`src/rtl/bpc_pkg.sv`:
```
package bpc_pkg;

    typedef enum logic [2:0] {
        MODE_BTN0 = 3'd0,
        MODE_BTN1 = 3'd1,
        MODE_BTN2 = 3'd2,
        MODE_WAIT = 3'd3,
        MODE_IDLE = 3'd4
    } bpc_mode_t;

    localparam logic [1:0] EV_NONE  = 2'd0;
    localparam logic [1:0] EV_SHORT = 2'd1;
    localparam logic [1:0] EV_LONG  = 2'd2;
    localparam logic [1:0] EV_RESET = 2'd3;

    localparam logic       CFG_LONG_PRESS  = 1'b0;
    localparam logic       CFG_RESET_PRESS = 1'b1;

    localparam logic [15:0] LONG_PRESS_RST  = 16'd1000;
    localparam logic [15:0] RESET_PRESS_RST = 16'd5000;

    typedef struct packed {
        logic [31:0] now_ms;
        logic [2:0]  pressed_mask;
    } bpc_in_t;

    typedef struct packed {
        logic [1:0] event_kind;
        logic [1:0] event_button;
    } bpc_out_t;

    // state update produced by the classifier for one poll
    typedef struct packed {
        bpc_mode_t mode;
        logic      latch;
    } bpc_upd_t;

endpackage

```
`src/rtl/bpc_classify.sv`:
```
module bpc_classify (
    input  bpc_pkg::bpc_mode_t mode,
    input  logic [31:0]        start_ms,
    input  logic [15:0]        long_press_ms,
    input  logic [15:0]        reset_press_ms,
    input  bpc_pkg::bpc_in_t   poll,
    output bpc_pkg::bpc_upd_t  upd,
    output bpc_pkg::bpc_out_t  result
);
    import bpc_pkg::*;

    logic [31:0] elapsed;
    logic        held;
    logic        is_long;
    logic        is_reset;

    // wrapping difference
    assign elapsed  = poll.now_ms - start_ms;
    assign held     = poll.pressed_mask[mode[1:0]];
    assign is_long  = elapsed > {16'd0, long_press_ms};
    assign is_reset = (mode == MODE_BTN2) && (elapsed > {16'd0, reset_press_ms});

    // next state
    always_comb
    begin
        upd.mode  = mode;
        upd.latch = 1'b0;
        case (mode)
            MODE_WAIT:
            begin
                if (poll.pressed_mask == 3'd0)
                begin
                    upd.mode = MODE_IDLE;
                end
            end
            MODE_BTN0, MODE_BTN1, MODE_BTN2:
            begin
                if (!held)
                begin
                    upd.mode = MODE_IDLE;
                end
                else if (is_reset || is_long)
                begin
                    upd.mode = MODE_WAIT;
                end
            end
            default:
            begin
                // idle: latch the lowest pressed button
                upd.latch = (poll.pressed_mask != 3'd0);
                if (poll.pressed_mask[0])
                begin
                    upd.mode = MODE_BTN0;
                end
                else if (poll.pressed_mask[1])
                begin
                    upd.mode = MODE_BTN1;
                end
                else if (poll.pressed_mask[2])
                begin
                    upd.mode = MODE_BTN2;
                end
                else
                begin
                    upd.mode = MODE_IDLE;
                end
            end
        endcase
    end

    // outputs
    always_comb
    begin
        result.event_kind   = EV_NONE;
        result.event_button = 2'd0;
        case (mode)
            MODE_BTN0, MODE_BTN1, MODE_BTN2:
            begin
                if (is_reset)
                begin
                    result.event_kind   = EV_RESET;
                    result.event_button = mode[1:0];
                end
                else if (is_long)
                begin
                    result.event_kind   = EV_LONG;
                    result.event_button = mode[1:0];
                end
                else if (!held)
                begin
                    result.event_kind   = EV_SHORT;
                    result.event_button = mode[1:0];
                end
            end
            default:
            begin
                result.event_kind   = EV_NONE;
                result.event_button = 2'd0;
            end
        endcase
    end

endmodule

```
`src/rtl/button_press_classifier.sv`:
```
// Channel  Direction  Handshake             Word
// in       input      in_valid / in_ready   in_data   (now_ms, pressed_mask)
// out      output     out_valid / out_ready out_data  (event_kind, event_button)
// cfg      input      cfg_we                cfg_index, cfg_data
//
// One poll per cycle unless out stalls; out_valid is the result register's flag.
// The press state advances as a poll moves from the input register into the
// result register; that single step (one 32-bit subtract and two compares) sets
// the rate. Reset clears both word registers to empty, the state to idle and
// the thresholds to 1000 and 5000 ms. A stalled output holds its word while the
// input register still takes one more poll.
module button_press_classifier (
    input  logic              clk,
    input  logic              rst_n,
    input  logic              in_valid,
    output logic              in_ready,
    input  bpc_pkg::bpc_in_t  in_data,
    output logic              out_valid,
    input  logic              out_ready,
    output bpc_pkg::bpc_out_t out_data,
    input  logic              cfg_we,
    input  logic              cfg_index,
    input  logic [15:0]       cfg_data
);
    import bpc_pkg::*;

    logic        in_valid_reg;
    logic        in_valid_next;
    bpc_in_t     in_word_reg;
    logic        out_valid_reg;
    logic        out_valid_next;
    bpc_out_t    out_word_reg;
    bpc_mode_t   mode_reg;
    logic [31:0] start_reg;
    logic [15:0] long_press_reg;
    logic [15:0] reset_press_reg;

    logic        advance;
    logic        in_take;
    bpc_upd_t    upd;
    bpc_out_t    result;

    bpc_classify u_classify (
        .mode           (mode_reg),
        .start_ms       (start_reg),
        .long_press_ms  (long_press_reg),
        .reset_press_ms (reset_press_reg),
        .poll           (in_word_reg),
        .upd            (upd),
        .result         (result)
    );

    assign advance        = in_valid_reg && (!out_valid_reg || out_ready);
    assign in_ready       = !in_valid_reg || advance;
    assign in_take        = in_valid && in_ready;
    assign in_valid_next  = in_take || (in_valid_reg && !advance);
    assign out_valid_next = advance || (out_valid_reg && !out_ready);

    assign out_valid = out_valid_reg;
    assign out_data  = out_word_reg;

    always_ff @(posedge clk or negedge rst_n)
    begin
        if (!rst_n)
        begin
            in_valid_reg    <= 1'b0;
            out_valid_reg   <= 1'b0;
            mode_reg        <= MODE_IDLE;
            start_reg       <= 32'd0;
            long_press_reg  <= LONG_PRESS_RST;
            reset_press_reg <= RESET_PRESS_RST;
        end
        else
        begin
            in_valid_reg  <= in_valid_next;
            out_valid_reg <= out_valid_next;
            if (advance)
            begin
                mode_reg <= upd.mode;
                if (upd.latch)
                begin
                    start_reg <= in_word_reg.now_ms;
                end
            end
            if (cfg_we)
            begin
                case (cfg_index)
                    CFG_LONG_PRESS:  long_press_reg  <= cfg_data;
                    CFG_RESET_PRESS: reset_press_reg <= cfg_data;
                    default:         long_press_reg  <= long_press_reg;
                endcase
            end
        end
    end

    always_ff @(posedge clk)
    begin
        if (in_take)
        begin
            in_word_reg <= in_data;
        end
        if (advance)
        begin
            out_word_reg <= result;
        end
    end

    // entering wait means a long or reset press was just reported
    a_wait_reported: assert property (@(posedge clk) disable iff (!rst_n)
        advance && upd.mode == MODE_WAIT && mode_reg != MODE_WAIT
        |-> result.event_kind == EV_LONG || result.event_kind == EV_RESET)
        else $error("entered wait without a report");

    a_reset_btn2: assert property (@(posedge clk) disable iff (!rst_n)
        advance && result.event_kind == EV_RESET |-> mode_reg == MODE_BTN2)
        else $error("reset press on a button other than 2");

    a_none_btn0: assert property (@(posedge clk) disable iff (!rst_n)
        advance && result.event_kind == EV_NONE |-> result.event_button == 2'd0)
        else $error("empty word names a button");

    a_latch_time: assert property (@(posedge clk) disable iff (!rst_n)
        advance && upd.latch |=> start_reg == $past(in_word_reg.now_ms))
        else $error("press start time not latched");

    a_report_leaves: assert property (@(posedge clk) disable iff (!rst_n)
        advance && result.event_kind != EV_NONE
        |=> mode_reg == MODE_IDLE || mode_reg == MODE_WAIT)
        else $error("still latched after a report");

endmodule

```
`config.mk`:
```
export PLATFORM = sky130hd
export DESIGN_NAME = button_press_classifier
export DESIGN_NICKNAME = d
export VERILOG_FILES = /design/src/rtl/bpc_pkg.sv /design/src/rtl/bpc_classify.sv /design/src/rtl/button_press_classifier.sv
export SDC_FILE = /design/constraint.sdc
export NUM_CORES = 1
export LEC_CHECK = 0
export BUFFER_PORTS_ARGS = -buffer_cell sky130_fd_sc_hd__buf_2
export CORE_ASPECT_RATIO = 2
export CORE_MARGIN = 1
export CORE_UTILIZATION = 35
export DETAILED_ROUTE_END_ITERATION = 16
export RECOVER_POWER = 25
export SLEW_MARGIN = 20
export SYNTH_ARGS = -nofsm -noshare
export SYNTH_HDL_FRONTEND = slang
export SYNTH_SLANG_ARGS = --single-unit
```
`constraint.sdc`:
```
create_clock -name clk -period 4.33 [get_ports clk]
set_clock_uncertainty 0.15 [all_clocks]
set_input_delay 0.2165 -clock clk [delete_from_list [all_inputs] [get_ports clk]]
set_output_delay 0.2165 -clock clk [all_outputs]
set_load 0.02 [all_outputs]
```
Word level (Yosys, flattened, before mapping)
Cells that the tools add are included.
{"block": "classes", "add_sub_neg": 1, "magnitude_cmp": 3, "eq_ne": 5, "muxes": 13, "bitwise_logic": 1, "n_reduce_logical": 23}
{"op": "$gt A32 B16 Y1", "n": 2}
{"op": "$sub A32 B32 Y32", "n": 1}
{"op": "$mux W3", "n": 7}
{"op": "$mux W4", "n": 2}
{"op": "$eq A3 B2 Y1 const B", "n": 2}
{"op": "$logic_not A3 Y1", "n": 2}
{"op": "$pmux W3 S2", "n": 1}
{"op": "$reduce_and A2 Y1", "n": 3}
{"op": "$logic_and A1 B1 Y1", "n": 5}
{"op": "$logic_or A1 B1 Y1", "n": 5}
{"op": "$logic_not A1 Y1", "n": 4}
{"op": "$reduce_or A4 Y1", "n": 1}
{"op": "$eq A3 B1 Y1 const B", "n": 1}
{"op": "$lt A2 B3 Y1 const B", "n": 1}
{"op": "$ne A3 B3 Y1 const B", "n": 1}
{"op": "$reduce_and A3 Y1", "n": 1}
{"op": "$reduce_bool A3 Y1", "n": 1}
{"op": "$reduce_or A3 Y1", "n": 1}
{"op": "$bmux W1 S2", "n": 1}
{"op": "$mux W1", "n": 2}
{"op": "$ne A2 B1 Y1 const B", "n": 1}
{"op": "$not A1 Y1", "n": 1}
{"block": "word_totals", "regBits": 108, "inputBits": 57, "wordCells": 56}

Longest topological paths before layout
Gate-level depths: netlist of run 1.
{"block": "depth", "ltp_word": 7, "depth_mapped": 18}

By module
A second synthesis of run 1 with hierarchy kept.
{"block": "unflattened", "hier_cells": 684, "area_unflattened_um2": 7214.4}
{"module": "button_press_classifier", "n_inst": 1, "cells_per_inst": 192, "area_each_um2": 3936.3}
{"module": "bpc_classify", "n_inst": 1, "cells_per_inst": 492, "area_each_um2": 3278.1}

Least setup slack after synthesis of run 1
OpenSTA, ideal clock, no wires.
{"block": "synth_timing", "path_kind": "flip-flop to flip-flop", "start": "register start_reg[0]", "end": "register out_word_reg, in the netlist out_data[2], data pin", "setup_ns": 0.146, "t_arrival_ns": 3.298, "required_ns": 4.034, "path_slack_ns": 0.736, "path_stages_with_launch": 18, "synth_period_minus_slack_ns": 3.594, "path_cell_list": "dfrtp_1 -> ha_1 -> fa_1 -> nand2b_1 -> a21oi_2 -> o21bai_1 -> nand2_1 -> nand3_1 -> nand2_1 -> xor2_1 -> ha_1 -> nor2b_1 -> o21ai_0 -> a21oi_1 -> o211ai_1 -> a32oi_1 -> or4_1 -> a21oi_1"}
{"block": "synth_via", "elab_chain_cells": 4, "elab_cells_between_ends": 6}
{"item": "start: declaration", "line": "button_press_classifier.sv:34", "text": "logic [31:0] start_reg;"}
{"item": "start signal: assignment", "line": "button_press_classifier.sv:82", "text": "start_reg <= in_word_reg.now_ms;"}
{"item": "$sub A32 B32 Y32 (*)", "line": "bpc_classify.sv:18", "text": "assign elapsed = poll.now_ms - start_ms;"}
{"item": "$gt A32 B16 Y1 (on tied branches)", "line": "bpc_classify.sv:20, bpc_classify.sv:21"}
{"item": "$mux W4 or $logic_and A1 B1 Y1 (tied branches)", "line": "bpc_classify.sv:84, bpc_classify.sv:21"}
{"item": "$mux W4 (*)", "line": "bpc_classify.sv:79", "text": "if (is_reset)"}
{"item": "end signal: assignment", "line": "button_press_classifier.sv:104", "text": "out_word_reg <= result;"}
{"item": "end: declaration", "line": "button_press_classifier.sv:32", "text": "bpc_out_t out_word_reg;"}
Mark *: on every way between the ends. The rest lies on a longest branch, timed or not.
A chain may end at the register's enable or synchronous reset.

Worst setup path in the final report of run 1
{"block": "layout_timing", "start": "register in_word_reg[15] (netlist name)", "end": "register out_word_reg, in the netlist out_data[2], data pin"}
{"block": "layout_via", "elab_chain_cells": 4, "elab_cells_between_ends": 6}
{"item": "start: declaration", "line": "button_press_classifier.sv:29", "text": "bpc_in_t in_word_reg;"}
{"item": "start signal: assignment", "line": "button_press_classifier.sv:100", "text": "in_word_reg <= in_data;"}
{"item": "$sub A32 B32 Y32 (*)", "line": "bpc_classify.sv:18"}
{"item": "$gt A32 B16 Y1 (on tied branches)", "line": "bpc_classify.sv:20, bpc_classify.sv:21"}
{"item": "$mux W4 or $logic_and A1 B1 Y1 (tied branches)", "line": "bpc_classify.sv:84, bpc_classify.sv:21"}
{"item": "$mux W4 (*)", "line": "bpc_classify.sv:79"}
Marked as above.

==> reports/summary.txt, run 1 <==
Later-pin clock latency in the skew report - 0.37 ns
Sw Share - 45.44%
Area Growth Syn to Fin - 19.77%
WHS - 0.3377 ns
Internal power - 0.003197 W
Cell variety after synth - 78
Clock share of power - 13.2%
Die Ht - 203.5 µm
Starting Density - 35.67%
Outcome - finished with violations
Vias - 5756
Fin crit share - 94.14%
Combinational power share - 61.8%
WL final - 18.29 mm
Tot GR Track Use - 18.79%
Flop pwr share - 25.0%
Root Driver - clkbuf_16
Sequential element share of the synthesized area - 41.01%
CP endpoint kind - flop
DPL Wire Length - 14.36 mm
Post-route ant nets - 0
DR iter-0 viols - 168
Worst slew pin tran - 1.873 ns
Total grt overflow - 0
VDD IR-drop max - 223.3 µV
Die Area - 20900 µm²
Seq cells post-synth - 108
Rows - 73
Area of the mapped netlist - 7102 µm²
Max_cap viols - 2
Layout cells sized above 1 - 20.53%
Port Buf Inserts - 62
Vias per inst - 5.233
Critical Path AT - 4.04 ns
CTS tree - built
Top FF cell, synth - dfrtp_1
Synth Area per Inst - 9.891 µm²
Kind of critical path - reg2reg
RSZ-0062 raised after global routing - false
Sink Count - 108
Residual DRC count - 0
CP Max Fanout - 8
Max reg flops - 35
Synth Warn # - 0
Core box area - 19910 µm²
GPL Wtd Cong - 0.9544
Hold WC Path Type - reg2reg
Fin. max-slew vios - 63
Setup TNS - 0 ns
Initial antenna violation count - 0
Syn_nets - 839
Final setup viols - 0
FMAX - 245.3 MHz
Diode count - 0
Max Root-Sink Buffers - 2
# IOs - 63
PwrDens - 688.9 nW/µm²
Htree depth - 3
Hold Vio Cnt, Final - 0
First-pass GRT wire length - 29.50 mm
Switch Pwr - 0.002663 W
Drt first pass iters - 4
Post-route minimum period - 4.076 ns
Worst-path clk slew - 0.07 ns
Per-cell routed wire length - 16.62 µm
FFs w/ async S/R, synth - 63.89%
Number of global-route vias before repair - 5963
CP Launch Type - flop
Fillers - 2046
Die Width - 102.7 µm
Synth Instances - 718
Pre-CTS WS - 0.2242 ns
Number of flops mapped to enable cells by yosys - 39
Slew HR - -25.16%
Largest net degree at the start of global routing - 41
Final worst setup slack - 0.2540 ns
Pleak - 3.663 nW
Failing checks - max-capacitance violations, max-slew violations
# nets final - 954
Num CTS Buffers - 9
Worst path required time - 4.30 ns
==> worst max-delay path, cell delays in order, from the launching register on <==
cell and delay, ns:
edfxtp_1 0.42, ha_1 0.43, a21oi_1 0.43, o221ai_1 0.25, nor2_1 0.34, xnor2_1 0.22
ha_1 0.30, a21o_1 0.19, a21o_1 0.17, a21oi_1 0.12, o21ai_0 0.12, a31oi_1 0.16
a31oi_1 0.12, o31ai_1 0.31, a21oi_1 0.09
==> per-layer routing <==
| layer | vias up | share of wire, % | track usage (%) | wire [µm] |
|---|---|---|---|---|
| li1 | 2819 | - | - | - |
| met1 | 2785 | 34 | 17.07 | 6213 |
| met2 | 97 | 59 | 37.29 | 10730 |
| met3 | 55 | 2.1 | 2.228 | 391 |
| met4 | 0 | 5.2 | 11.53 | 953 |
| met5 | - | 0 | 0 | 0 |
==> final timing paths <==
path | slack (ns) | depth (start not counted) | from | to
setup / recovery | 0.25 | 14 | in_word_reg[15]$_DFFE_PP_ | out_data[2]$_SDFFCE_PP0P_
setup reg to reg | 0.25 | 14 | in_word_reg[15]$_DFFE_PP_ | out_data[2]$_SDFFCE_PP0P_
hold reg to reg | 0.34 | 1 | in_valid_reg$_DFF_PN0_ | out_valid$_DFF_PN0_
max in group asynchronous | 1.95 | 3 | rst_n | reset_press_reg[12]$_DFFE_PN1P_
hold / removal | 0.34 | 1 | in_valid_reg$_DFF_PN0_ | out_valid$_DFF_PN0_
min in group asynchronous | 0.71 | 2 | rst_n | reset_press_reg[1]$_DFFE_PN0P_
==> kinds of logic after synthesis <==
family	count (synthesis)	synth area share, %
XOR/XNOR	19	2.343
AND/OR/NAND/NOR	202	14.18
buffers and inverters	96	5.920
multiplexers	49	7.787
AO/OA/AOI/OAI	180	17.37
adder cells (fa/ha/maj)	64	11.38
flip-flops	108	41.01
==> cells in the mapped netlist (all sizes together) (2+ instances only) <==
cell type / count / area (µm²)
a2111oi: 5 / 56.31
a211o: 3 / 27.53
a211oi: 6 / 50.05
a21o: 15 / 116.4
a21oi: 53 / 302.8
a221oi: 3 / 50.05
a22oi: 2 / 15.01
a31oi: 5 / 31.28
and2: 4 / 27.53
and3: 5 / 31.28
buf: 13 / 97.59
clkbuf: 12 / 56.30
dfrtp: 57 / 1426
dfstp: 12 / 315.3
edfxtp: 39 / 1171
ha: 63 / 788.3
inv: 71 / 266.5
mux2: 47 / 529.3
mux2i: 2 / 23.77
nand2: 62 / 235.2
nand2b: 10 / 62.56
nand3: 16 / 80.08
nand3b: 5 / 37.54
nand4: 24 / 150.1
nor2: 44 / 167.7
nor2b: 8 / 50.05
nor3: 9 / 50.05
nor4: 3 / 25.02
o2111ai: 2 / 17.52
o211ai: 8 / 60.06
o21a: 9 / 67.56
o21ai: 48 / 255.3
o21bai: 2 / 15.01
o221ai: 2 / 23.77
o22ai: 3 / 18.77
o31ai: 3 / 22.52
or2b: 2 / 17.52
or3: 5 / 32.53
or4: 3 / 22.52
xnor2: 12 / 105.1
xor2: 7 / 61.31
==> area by class of cell <==
class	instances	area [µm²]	share of cell area, %
inverters	71	266.5	3.133
well taps	262	327.8	3.854
flip-flops and latches	108	2913	34.25
multi-input cells	514	3797	44.65
clock inverters	4	26.28	0.3089
clock buffers	12	236.5	2.780
repair buffers	129	938.4	11.03
==> cells in the final DEF, fill, tap and decap left out, types with 4 or more instances in the layout <==
| cell type | n |
|---|---|
| inv_1 | 71 |
| ha_1 | 63 |
| nand2_1 | 61 |
| dfrtp_1 | 57 |
| dlygate4sd3_1 | 54 |
| buf_2 | 54 |
| a21oi_1 | 47 |
| mux2_2 | 47 |
| nor2_1 | 43 |
| o21ai_0 | 39 |
| edfxtp_1 | 39 |
| nand4_1 | 24 |
| nand3_1 | 16 |
| buf_4 | 13 |
| a21o_1 | 12 |
| xnor2_1 | 12 |
| dfstp_2 | 12 |
| clkbuf_1 | 11 |
| nand2b_1 | 10 |
| o21a_1 | 9 |
| clkbuf_16 | 9 |
| o211ai_1 | 8 |
| nor2b_1 | 8 |
| o21ai_1 | 7 |
| nor3_1 | 7 |
| xor2_1 | 6 |
| a31oi_1 | 5 |
| nand3b_1 | 5 |
| and3_1 | 5 |
| a21oi_2 | 4 |
| a211oi_1 | 4 |
| or3_1 | 4 |
==> power by group through the flow <==
stage	registers (W)	logic, W	clock network, W
5_1_grt	0.00150	0.00405	0.000830
2_1_floorplan	0.00144	0.00268	0
3_3_place_gp	0.00147	0.00351	0
4_1_cts	0.00147	0.00359	0.000794
3_5_place_dp	0.00148	0.00352	0
6_report	0.00146	0.00362	0.000771
==> through the flow <==
stage	area (µm²)	total power, W	utilization (%)	cells
floorplan	7102	0.004125	-	718
global placement	7679	0.004987	38.56	1029
detailed placement	7679	0.005008	38.56	1029
CTS	8482	0.005846	42.60	1099
global route	8506	0.006377	42.72	1100
finish	8506	0.005860	42.72	1100
==> timing repair <==
item	4_1_cts	5_1_grt
hold buffers	54	0
resized for setup	0	6
setup endpoints to repair	0	6
setup buffers	0	1
endpoints found under the hold margin	97	0
(Power assumes the default switching activity.)
==> run 2, diff against run 1 <==
Settings changed: RECOVER_POWER 25 to 50.
==> run 2 against run 1 <==
Largest cell class unchanged. Core utilization shrank 0.057 points. Fmax is the same. Sequential share of layout area is essentially flat. The run still ends with max-capacitance violations, max-slew violations left. Global-route usage is the same. Non-clock buffer count is the same. Worst hold slack is essentially flat. First-iteration DRC count shrank 10%. Clock-buffer cell count is the same. Critical endpoint unchanged. Largest power group unchanged. Total power is essentially flat.
==> reports/summary.txt, run 2 (same netlist as run 1, synthesis figures left out) <==
Sink Count - 108 (unchanged)
Outcome - finished with violations
VDD IR-drop max - 223.3 µV (about the same)
Fin crit share - 94.14% (unchanged)
Drt first pass iters - 4 (unchanged)
Largest net degree at the start of global routing - 41 (unchanged)
Hold WC Path Type - reg2reg
# IOs - 63 (unchanged)
Layout cells sized above 1 - 19.69% (-0.84 points)
Fin. max-slew vios - 99 (+57%)
Hold Vio Cnt, Final - 0 (unchanged)
CTS tree - built
CP Max Fanout - 8 (unchanged)
Worst-path clk slew - 0.07 ns (about the same)
Per-cell routed wire length - 16.63 µm (about the same)
Max Root-Sink Buffers - 2 (unchanged)
Final setup viols - 0 (unchanged)
Root Driver - clkbuf_16
Pwr Total - 0.005858 W (about the same)
Total grt overflow - 0 (unchanged)
Post-route minimum period - 4.076 ns (unchanged)
Vias - 5755 (-0.017%)
Die Ht - 203.5 µm (unchanged)
Post-route ant nets - 0 (unchanged)
Pleak - 3.644 nW (-0.53%)
Pre-CTS WS - 0.2242 ns (unchanged)
Critical Path AT - 4.04 ns (about the same)
DR iter-0 viols - 151 (-10%)
Htree depth - 3 (unchanged)
Setup TNS - 0 ns (unchanged)
CP endpoint kind - flop
Slew HR - -41.69% (-17 points)
Number of global-route vias before repair - 5963 (unchanged)
Die Area - 20900 µm² (unchanged)
Final worst setup slack - 0.2540 ns (unchanged)
Kind of critical path - reg2reg
CP Launch Type - flop
Port Buf Inserts - 62 (unchanged)
Placed standard-cell area - 7679 µm² (unchanged)
Commonest non-fill, non-tap cell in the layout - inv_1
Residual DRC count - 0 (unchanged)
First-pass GRT wire length - 29.50 mm (unchanged)
Initial antenna violation count - 0 (unchanged)
Tot GR Track Use - 18.79% (unchanged)
Max reg flops - 35 (unchanged)
# nets final - 954 (unchanged)
Rows - 73 (unchanged)
Failing checks - max-capacitance violations, max-slew violations
Fillers - 2052 (+0.29%)
Area Growth Syn to Fin - 19.61%
Worst path required time - 4.30 ns (about the same)
WL final - 18.29 mm (about the same)
Core box area - 19910 µm² (unchanged)
GPL Wtd Cong - 0.9544 (unchanged)
Die Width - 102.7 µm (unchanged)
Diode count - 0 (unchanged)
Vias per inst - 5.232 (about the same)
Starting Density - 35.67% (unchanged)
Later-pin clock latency in the skew report - 0.37 ns (about the same)
Commonest cells after routing, fill and taps aside - 71 x inv_1, 63 x ha_1, 61 x nand2_1, 57 x dfrtp_1, 54 x dlygate4sd3_1
Max_cap viols - 3 (+1)
DPL Wire Length - 14.36 mm (unchanged)
Worst slew pin tran - 2.125 ns (+0.2519 ns)
RSZ-0062 raised after global routing - false
Final Instance Area - 8494 µm² (-0.13%)
FMAX - 245.3 MHz (unchanged)
Num CTS Buffers - 9 (unchanged)
PwrDens - 689.6 nW/µm² (+0.10%)
[run 2: routing by layer]
metal / part of all wire (%) / routed length [µm] / track usage [%]
met4: 5.2 / 953 / 11.53
met3: 2.1 / 391 / 2.228
met1: 34 / 6220 / 17.07
met2: 59 / 10720 / 37.29
met5: 0 / 0 / 0
[run 2: path summary, 6_finish.rpt]
check                                                from                              end  slack, ns  cells after the start
worst max register to register  in_word_reg[15]$_DFFE_PP_        out_data[2]$_SDFFCE_PP0P_       0.25                     14
min in group asynchronous                           rst_n   reset_press_reg[1]$_DFFE_PN0P_       0.71                      2
max in group asynchronous                           rst_n  reset_press_reg[12]$_DFFE_PN1P_       1.95                      3
worst max-delay path            in_word_reg[15]$_DFFE_PP_        out_data[2]$_SDFFCE_PP0P_       0.25                     14
worst min register to register     in_valid_reg$_DFF_PN0_              out_valid$_DFF_PN0_       0.34                      1
worst min-delay path               in_valid_reg$_DFF_PN0_              out_valid$_DFF_PN0_       0.34                      1
[run 2: what timing repair did]
item                                    CTS  global route
hold endpoints to repair                 97             0
hold buffers                             54             0
buffers inserted                          0             1
resized for setup                         0             6
endpoints found under the setup margin    0             6
[run 2: cell type report]
cell class	instances	area [µm²]	share of cell area (%)
Multi-Input combinational cell	514	3797	44.70
Inverter	71	266.5	3.137
Sequential cell	108	2913	34.29
Timing Repair Buffer	129	927.1	10.91
Clock buffer	12	236.5	2.784
Tap cell	262	327.8	3.859
Clock inverter	4	26.28	0.3093
[run 2: where the power goes]
part           total [W]  switching [W]  internal, W  leakage, nW
Sequential       0.00147       0.000139      0.00133         1.18
Clock           0.000771       0.000380     0.000391        0.127
Combinational    0.00362        0.00214      0.00148         2.34
Total            0.00586        0.00266      0.00319         3.64
[run 2: per-stage QoR]
step / util (%) / instances / hold WS (ns)
3_5_place_dp: 38.56 / 1029 / 0.1839
5_1_grt: 42.66 / 1100 / 0.3649
6_report: 42.66 / 1100 / 0.3377
3_3_place_gp: 38.56 / 1029 / 0.1732
4_1_cts: 42.60 / 1099 / 0.1792
2_1_floorplan: - / 718 / -0.2291
[run 2: critical path, stage by stage (launching register included)]
cell      delay, ns
edfxtp_1       0.42
ha_1           0.43
a21oi_1        0.43
o221ai_1       0.25
nor2_1         0.34
xnor2_1        0.22
ha_1           0.30
a21o_1         0.19
a21o_1         0.17
a21oi_1        0.12
o21ai_0        0.12
a31oi_1        0.16
a31oi_1        0.12
o31ai_1        0.31
a21oi_1        0.09
==> run 3, diff against run 2 <==
Settings changed: CORE_UTILIZATION 35 to 30.
==> run 3 against run 2 <==
The flow still finishes with violations (max-capacitance violations, max-slew violations). Sequential cell count is the same. Critical endpoint is now mode_reg[0]$_DFFE_PN0P_. Final cell count grew 1.9%. Critical path depth shrank 3. Cell area grew 0.59%.
==> reports/summary.txt, run 3 (same netlist as run 1, synthesis figures left out) <==
Diode count - 0 (unchanged)
Final setup viols - 0 (unchanged)
CP Launch Type - flop
Root Driver - clkbuf_16
Worst r2r src - in_word_reg[27]$_DFFE_PP_
Worst path required time - 4.42 ns (+0.12 ns)
Critical Path AT - 4.20 ns (+0.16 ns)
Pre-CTS WS - 0.1458 ns (-0.07839 ns)
Die Area - 24330 µm² (+16%)
PwrDens - 695.3 nW/µm² (+0.82%)
Fillers - 2337 (+14%)
Pleak - 3.652 nW (+0.23%)
Num CTS Buffers - 9 (unchanged)
Commonest non-fill, non-tap cell in the layout - inv_1
Total grt overflow - 0 (unchanged)
Die Ht - 219.6 µm (+7.9%)
WL final - 18.93 mm (+3.5%)
Slew HR - -19.70% (+22 points)
Core box area - 23230 µm² (+17%)
Sink Count - 108 (unchanged)
Rows - 79 (+8.2%)
Crit path max-delay cell type - or4_1
Minimum setup slack among reg-to-reg paths - 0.22 ns (-0.03 ns)
Die Width - 110.8 µm (+7.9%)
Failing checks - max-capacitance violations, max-slew violations
Max reg flops - 35 (unchanged)
CTS tree - built
Fin. max-slew vios - 63 (-36%)
GPL Wtd Cong - 0.9379 (-1.7%)
Area Growth Syn to Fin - 20.31%
Layout cells sized above 1 - 19.57% (-0.12 points)
Max_cap viols - 2 (-1)
CP Max Fanout - 9 (+1)
Hold path startpoint - cfg_index
Largest net degree at the start of global routing - 41 (unchanged)
RSZ-0062 raised after global routing - false
Post-route ant nets - 0 (unchanged)
FMAX - 243.3 MHz (-0.81%)
Worst reg-to-reg path cell count - 11 (-3)
WHS - 0.3399 ns (+0.002215 ns)
Outcome - finished with violations
DPL Wire Length - 15.08 mm (+5.0%)
Initial antenna violation count - 0 (unchanged)
Number of global-route vias before repair - 5877 (-1.4%)
Pwr Total - 0.005941 W (+1.4%)
DR iter-0 viols - 274 (+81%)
Hold Vio Cnt, Final - 0 (unchanged)
Starting Density - 30.57% (-5.1 points)
Commonest cells after routing, fill and taps aside - 71 x inv_1, 63 x ha_1, 61 x nand2_1, 57 x dfrtp_1, 55 x dlygate4sd3_1
Max incr delay on CP - 0.57 ns (+0.14 ns)
CP Cell Sequence - ha_1 > a21oi_1 > o21ai_1 > a221oi_2 > a21oi_1 > a2111oi_2 > nand4_1 > or4_1 > a2111o_1 > nor3_1 > a21oi_1
Fin crit share - 94.91% (+0.77 points)
Hold endpoint - long_press_reg[3]$_DFFE_PN1P_
First-pass GRT wire length - 30.03 mm (+1.8%)
VDD IR-drop max - 223.9 µV (+0.24%)
Final worst setup slack - 0.2206 ns (-0.03340 ns)
Port Buf Inserts - 62 (unchanged)
Worst slew pin tran - 1.792 ns (-0.3336 ns)
CP endpoint kind - flop
Later-pin clock latency in the skew report - 0.37 ns (about the same)
Post-route minimum period - 4.109 ns (+0.03340 ns)
Per-cell routed wire length - 16.89 µm (+1.6%)
Max Root-Sink Buffers - 2 (unchanged)
# nets final - 954 (unchanged)
Vias - 5776 (+0.36%)
Setup TNS - 0 ns (unchanged)
Drt first pass iters - 4 (unchanged)
Most frequent CP cell - a21oi_1
Tot GR Track Use - 16.20% (-2.6 points)
# IOs - 63 (unchanged)
Vias per inst - 5.153 (-1.5%)
Reg-to-reg endpoint - mode_reg[0]$_DFFE_PN0P_
Worst-path clk slew - 0.07 ns (about the same)
Htree depth - 3 (unchanged)
Hold WC Path Type - in2reg
Residual DRC count - 0 (unchanged)
Hold Path Stages - 4 (+3)
Kind of critical path - reg2reg
[run 3: cell types whose count changed in the layout (fill, tap and decap cells not counted), sizes merged]
cell / delta
dlygate4sd3: +1
clkinv: -1
buf: -1
clkinvlp: +1
bufinv: +1
inv: -1
[run 3: how the worst max path moves through the flow]
stage,endpoint,from,cells past startpoint
final,mode_reg[0]$_DFFE_PN0P_,in_word_reg[27]$_DFFE_PP_,11
after floorplan,out_data[2]$_SDFFCE_PP0P_,start_reg[0]$_DFFE_PN0P_,17
after detailed placement,out_data[2]$_SDFFCE_PP0P_,start_reg[0]$_DFFE_PN0P_,17
after global routing,out_data[2]$_SDFFCE_PP0P_,in_word_reg[22]$_DFFE_PP_,12
after CTS,out_data[2]$_SDFFCE_PP0P_,start_reg[0]$_DFFE_PN0P_,17
after global placement,out_data[2]$_SDFFCE_PP0P_,in_word_reg[14]$_DFFE_PP_,10
[run 3: layout make-up]
class | count | area, µm² | share of cell area (%)
multi-input cells | 514 | 3794 | 44.40
flip-flops and latches | 108 | 2913 | 34.09
repair buffers | 129 | 930.9 | 10.89
well taps | 283 | 354.1 | 4.144
inverters | 71 | 266.5 | 3.119
clock buffers | 12 | 236.5 | 2.768
clock inverters | 4 | 50.05 | 0.5857
[run 3: critical path: cells and delay by family (launching register included)]
| family | cells | cell delay (ns) |
|---|---|---|
| simple gates | 3 | 1.05 |
| flops | 1 | 0.39 |
| fa+ha+maj | 1 | 0.44 |
| compound gates | 7 | 1.95 |
[run 3: where the power goes]
| part | internal, W | total, W | switching [W] | leakage (nW) |
|---|---|---|---|---|
| clock | 0.000448 | 0.000826 | 0.000377 | 0.133 |
| combinational | 0.00148 | 0.00365 | 0.00217 | 2.34 |
| sequential | 0.00133 | 0.00147 | 0.000139 | 1.18 |
[run 3: layer usage]
| layer | share of wire (%) | global-route usage, % | up-vias |
|---|---|---|---|
| li1 | - | - | 2834 |
| met1 | 33 | 13.65 | 2787 |
| met2 | 60 | 33.95 | 101 |
| met3 | 1.8 | 2.365 | 54 |
| met4 | 4.9 | 10.44 | 0 |
| met5 | 0 | 0 | - |
[run 3: repair_timing]
action	in CTS	in global routing
endpoints found under the hold margin	97	0
hold buffers	55	0
gates resized for setup	0	7
buffers inserted	0	1
endpoints found under the setup margin	0	4
[run 3: stage by stage]
| stage | area, µm² | util [%] | cells |
|---|---|---|---|
| CTS | 8534 | 36.74 | 1120 |
| floorplan | 7102 | - | 718 |
| detailed placement | 7697 | 33.14 | 1049 |
| global route | 8544 | 36.78 | 1121 |
| finish | 8544 | 36.78 | 1121 |
| global placement | 7697 | 33.14 | 1049 |
